## src/sv/sba_pkg.sv

```systemverilog
// shared constants, codes and types of the slot bitmap allocator
package sba_pkg;

  localparam int MAX_SLOTS_DEF  = 4096;
  localparam int WORD_BITS_DEF  = 64;
  localparam int CFG_W          = 13;
  localparam int IDX_W          = 12;
  localparam int KIND_W         = 3;
  localparam int STAT_W         = 3;
  localparam int POS_W          = 6;
  localparam int SLOT_COUNT_RST = 4096;

  // request kinds
  localparam logic [KIND_W-1:0] KIND_CLR_ALL   = 3'd0;
  localparam logic [KIND_W-1:0] KIND_SET       = 3'd1;
  localparam logic [KIND_W-1:0] KIND_CLR       = 3'd2;
  localparam logic [KIND_W-1:0] KIND_TEST      = 3'd3;
  localparam logic [KIND_W-1:0] KIND_FIND_FREE = 3'd4;
  localparam logic [KIND_W-1:0] KIND_FIND_USED = 3'd5;

  // result status codes
  localparam logic [STAT_W-1:0] STAT_OK    = 3'd0;
  localparam logic [STAT_W-1:0] STAT_RANGE = 3'd1;
  localparam logic [STAT_W-1:0] STAT_SET   = 3'd2;
  localparam logic [STAT_W-1:0] STAT_CLEAR = 3'd3;
  localparam logic [STAT_W-1:0] STAT_FULL  = 3'd4;
  localparam logic [STAT_W-1:0] STAT_NONE  = 3'd5;

  // what the word unit tells the sequencer about one map word
  typedef struct packed {
    logic             hit;      // a candidate bit in range
    logic [POS_W-1:0] pos;      // lowest candidate bit
    logic             in_word;  // the target slot lies in this word
    logic [POS_W-1:0] sel_off;  // bit offset of the target slot
    logic             sel_bit;  // value of the target slot
    logic             last;     // word reaches the slot limit
  } wu_res_t;

endpackage

```

## src/sv/sba_word_unit.sv

```systemverilog
// shared word unit: range mask, priority encoder and bit pick over one map word
module sba_word_unit import sba_pkg::*; #(
  parameter int WORD_BITS = WORD_BITS_DEF,
  parameter int CMP_W     = CFG_W
) (
  input  logic [WORD_BITS-1:0] word,
  input  logic                 invert,
  input  logic [CMP_W-1:0]     base,
  input  logic [CMP_W-1:0]     lo,
  input  logic [CMP_W-1:0]     hi,
  output wu_res_t              res
);

  localparam int OFF_W = $clog2(WORD_BITS + 1);
  localparam int REL_W = CMP_W + 1;
  localparam logic signed [REL_W-1:0] WB_S = REL_W'(WORD_BITS);

  logic signed [REL_W-1:0] rel_lo;
  logic signed [REL_W-1:0] rel_hi;
  logic [OFF_W-1:0]        lo_c;
  logic [OFF_W-1:0]        hi_c;
  logic [WORD_BITS-1:0]    src;
  logic [WORD_BITS-1:0]    cand;

  always_comb begin
    rel_lo = $signed({1'b0, lo}) - $signed({1'b0, base});
    rel_hi = $signed({1'b0, hi}) - $signed({1'b0, base});
    if (rel_lo < 0) begin
      lo_c = '0;
    end else if (rel_lo > WB_S) begin
      lo_c = OFF_W'(WORD_BITS);
    end else begin
      lo_c = rel_lo[OFF_W-1:0];
    end
    if (rel_hi < 0) begin
      hi_c = '0;
    end else if (rel_hi > WB_S) begin
      hi_c = OFF_W'(WORD_BITS);
    end else begin
      hi_c = rel_hi[OFF_W-1:0];
    end
  end

  always_comb begin
    src = invert ? ~word : word;
    for (int j = 0; j < WORD_BITS; j++) begin
      cand[j] = src[j] && (OFF_W'(j) >= lo_c) && (OFF_W'(j) < hi_c);
    end
  end

  always_comb begin
    res = '0;
    res.hit = |cand;
    // lowest set bit wins
    for (int j = WORD_BITS - 1; j >= 0; j--) begin
      if (cand[j]) begin
        res.pos = POS_W'(j);
      end
    end
    for (int j = 0; j < WORD_BITS; j++) begin
      if (lo_c == OFF_W'(j)) begin
        res.sel_bit = word[j];
      end
    end
    res.sel_off = POS_W'(lo_c);
    res.in_word = (rel_lo >= 0) && (rel_lo < WB_S);
    res.last    = (rel_hi <= WB_S);
  end

endmodule

```

## config.mk

```make
export PLATFORM = sky130hd
export DESIGN_NAME = sba_word_unit
export DESIGN_NICKNAME = d
export VERILOG_FILES = /design/src/sv/sba_pkg.sv /design/src/sv/sba_word_unit.sv
export SDC_FILE = /design/constraint.sdc
export NUM_CORES = 1
export LEC_CHECK = 0
export BUFFER_PORTS_ARGS = -buffer_cell sky130_fd_sc_hd__buf_2
export CORE_ASPECT_RATIO = 0.8
export CORE_UTILIZATION = 54
export DETAILED_ROUTE_END_ITERATION = 8
export PLACE_DENSITY = 0.81
export SYNTH_ARGS = -nofsm -noshare
export SYNTH_HDL_FRONTEND = slang
export SYNTH_SLANG_ARGS = --single-unit
```

## constraint.sdc

```tcl
create_clock -name vclk -period 6.2
set_input_delay 1.24 -clock vclk [all_inputs]
set_output_delay 1.24 -clock vclk [all_outputs]
set_load 0.005 [all_outputs]
```

==> summary.txt, run 1 <==
Total GRT Usage = 85.1%
Syn_nets = 1108
Die Height = 98.6 um
Die Width = 123 um
Largest family of logic cells by synthesized area = compound AO/OA/AOI/OAI gates
Post-Syn Instances = 976
Compound-cell area share of the yosys netlist = 45.1%
Mux cell area share after synthesis = 1.11%
Synth unique cells = 86
Vias in the first global route = 13700
Rows = 34
Dpl hpwl = 29800 um
Sequential share of the synthesized area = 0%
GPL Wtd Cong = 1.29
Largest net degree at the start of global routing = 29
Num ports = 120
Status = did not finish
Tool error = [ERROR GRT-0116] Global routing finished with congestion. Check the congestion regions in the DRC Viewer.
Xor-xnor portion of the synthesized cell area = 11.4%
Syn_area_per_cell = 6.46 um^2
Area share of fa/ha/maj cells after synthesis = 5.80%
Cell count after placement = 1513
Number of port buffers = 120
Exit stage = global routing
Initial Util = 56.8%
Synthesized area = 6300 um^2
First-pass GRT wire length = 79000 um
Cts hold-fix bufs = 0
Simple-Gate Fraction of Synth Area = 30.8%
Gr ovfl total = 145
YS warnings = 0
## synthesized netlist by cell type, drive strengths merged (26+ instances only)
| cell | count | area [um^2] |
|---|---|---|
| a211oi | 27 | 233 |
| a21oi | 71 | 359 |
| clkbuf | 39 | 148 |
| ha | 26 | 325 |
| inv | 33 | 124 |
| nand2 | 71 | 267 |
| nand3 | 35 | 175 |
| nand4 | 27 | 169 |
| nor2 | 99 | 372 |
| nor3 | 43 | 220 |
| o21ai | 71 | 359 |
| xnor2 | 32 | 280 |
| xor2 | 50 | 438 |
## stage by stage
stage	hold slack [ns]	area (um^2)	util [%]	setup WS, ns
global placement	2.96	9400	84.7	-0.527
CTS	2.96	10000	90.4	-0.494
detailed placement	2.96	9400	84.7	-0.827
floorplan	2.69	6360	-	-0.0383
## layer usage
layer	global-route usage (%)	GRT overflow
met3	70.5	1
met4	89.4	61
met1	85.5	1
met2	98.1	82
met5	40.8	0
## cell families after synthesis
family	count (synthesis)
XOR/XNOR	82
AO/OA/AOI/OAI	389
multiplexers	7
AND/OR/NAND/NOR	378
adder cells (fa/ha/maj)	28
buffers and inverters	92
## timing repair
item,CTS
setup buffers,18
gates resized for setup,106
pin swaps,40
endpoints found under the setup margin,8
==> inputs of run 2 (changes only) <==
Settings changed: CORE_ASPECT_RATIO 0.8 to unset, CORE_UTILIZATION 54 to 40, PLACE_DENSITY 0.81 to unset, PLACE_DENSITY_LB_ADDON set to 0.15.
Clock period 6.2 ns to 8.1 ns, I/O delays scaled along.
==> run 2 against run 1 <==
Effect of this change:
- the flow now finishes without violations
- area after synthesis did not move
- synthesized cell count did not move
==> summary.txt, run 2 <==
Share of the synthesized area in the top cell type = 6.95%
CP endpoint kind = output pin
Number of port buffers = 120
Worst-margin pin slew = 0.865 ns
Dpl hpwl = 26200 um
Area grow syn2layout = 23.8%
Die Height = 128 um
DR top layer = met5
Fmax = 127 MHz
FFs & Latches = 0
Cell count after placement = 1346
VDD IR-drop max = 0.0000804 V
Vias in the first global route = 8355
Worst Hold Class = in -> out
Non-Filler Instances = 1350
Static Leakage = 3.11 nW
WL met1 = 13100 um
# clk buffers = 0
WL final = 31800 um
Top post-synthesis cells by area = xor2_1, nor2_1, a21oi_1, o21ai_0, ha_1
Largest net degree at the start of global routing = 45
CP Launch Type = input port
YS warnings = 0
Total GRT Usage = 38.0%
Syn_nets = 1108
Post-synth top cells = nor2_1, nand2_1, a21oi_1
Layout Utilization = 50.9%
Period utilisation layout = 97.4%
Count leader, synth = nor2_1
Met3 wire len = 4180 um
Syn_area_per_cell = 6.46 um^2
Die Width = 128 um
Setup CP Type = in -> out
Min-delay src = word[63]
Unrepaired setup endpoints after global routing = false
First-pass GRT wire length = 47700 um
Core Area = 15300 um^2
Critical-path cell list = buf_2 > ha_1 > fa_1 > nor2b_4 > o2111ai_2 > and2_1 > a211oi_1 > a2111o_2 > buf_4 > nor3_1 > buf_4 > a211oi_1 > o22ai_1 > or3_1 > or3_1 > or2_1 > nor3_2 > buf_2
Num ports = 120
Worst hold stages = 4
Hold EP = res[1]
Post-Syn Instances = 976
Final Max Slew Viols = 0
Post-Place Setup Slack = -0.0650 ns
FF/Latch Area = 0 um^2
Slew headroom = 41.6%
GPL Wtd Cong = 1.09
DR vias = 9152
Met2 WL = 12700 um
CP top delay family = simple AND/OR/NAND/NOR gates
WP data arrival = 6.27 ns
Number of iterations in the first detailed-routing pass = 6
WP data required = 6.48 ns
Endpoints failing hold = 0
PwrDens = 119 nW/um^2
Buf+Inv Stages, Crit Path = 4
Post-route setup slack = 0.211 ns
Drt wl/cell = 23.6 um
Die ar. = 16300 um^2
Synth unique cells = 86
Final setup viols = 0
Synthesized area = 6300 um^2
Most frequent cells in the layout = buf_2, buf_4, nor2_1, nand2_1, a21oi_1
Max Cap Viol = 0
ANT cells = 0
Most common cell after layout, fill and taps aside = buf_2
Worst-path fanout max = 12
Initial antenna violation count = 1
Gr ovfl total = 0
Drc violations = 0
Detail Route Antenna Nets = 0
Nets = 1273
Initial Util = 41.1%
Rows = 45
CP max stage cell = or3_1
Layout cells sized above 1 = 23.9%
Vias/cell = 6.78
DR iter-0 viols = 1201
Cts hold-fix bufs = 0
Minimum clock period = 7.89 ns
CP peak stage delay = 0.48 ns
Post-synth top area cell = xor2_1
Sequential share of the synthesized area = 0%
Status = completed
## run 2: cell counts after synthesis
Identical to the previous run, type by type.
## run 2: timing repair
item                                    in CTS  in global routing
gates resized for setup                      1                 11
setup buffers                                0                  4
pin swaps                                    0                  4
endpoints found under the setup margin       1                  7
## run 2: layout make-up
type	instances	area, um^2
multi-input combinational	884	6030
timing repair buffer	221	1370
fill	1649	7510
inverter	34	128
tap	211	264
## run 2: worst max-delay path by stage
stage	from	end	cells past startpoint
floorplan	lo[0]	res[13]	19
global placement	base[0]	res[11]	18
detailed placement	base[0]	res[11]	18
CTS	base[0]	res[10]	17
global route	base[0]	res[10]	17
finish	base[0]	res[14]	18
## run 2: kinds of logic (layout without fill, tap and decap cells)
| family | count (synthesis) | count (layout) | share of synthesized area [%] |
|---|---|---|---|
| AO/OA/AOI/OAI | 389 | 389 | 45.1 |
| adder cells (fa/ha/maj) | 28 | 28 | 5.80 |
| AND/OR/NAND/NOR | 378 | 378 | 30.8 |
| buffers and inverters | 92 | 255 | 5.80 |
| multiplexers | 7 | 7 | 1.11 |
| XOR/XNOR | 82 | 82 | 11.4 |
## run 2: metrics by stage
step	area, um^2	TNS, ns	power (mW)	hold slack, ns
final	7800	0	0.925	3.70
after floorplan	6300	0	0.541	3.45
after global placement	7700	0	0.876	3.69
after detailed placement	7700	-0.0650	0.870	3.70
after global routing	7800	0	0.978	3.78
after CTS	7710	0	0.874	3.70
## run 2: power breakdown
part | internal, mW | leakage (nW) | switching [mW]
clock | 0 | 0 | 0
sequential | 0 | 0 | 0
combinational | 0.331 | 3.11 | 0.594
total | 0.331 | 3.11 | 0.594
## run 2: routing by layer
layer  vias to the layer above  global-route usage, %
li1                       4166                      -
met1                      4135                   51.1
met2                       721                   55.0
met3                       128                   11.2
met4                         2                   17.6
met5                         -                      0
(Power assumes the default switching activity.)
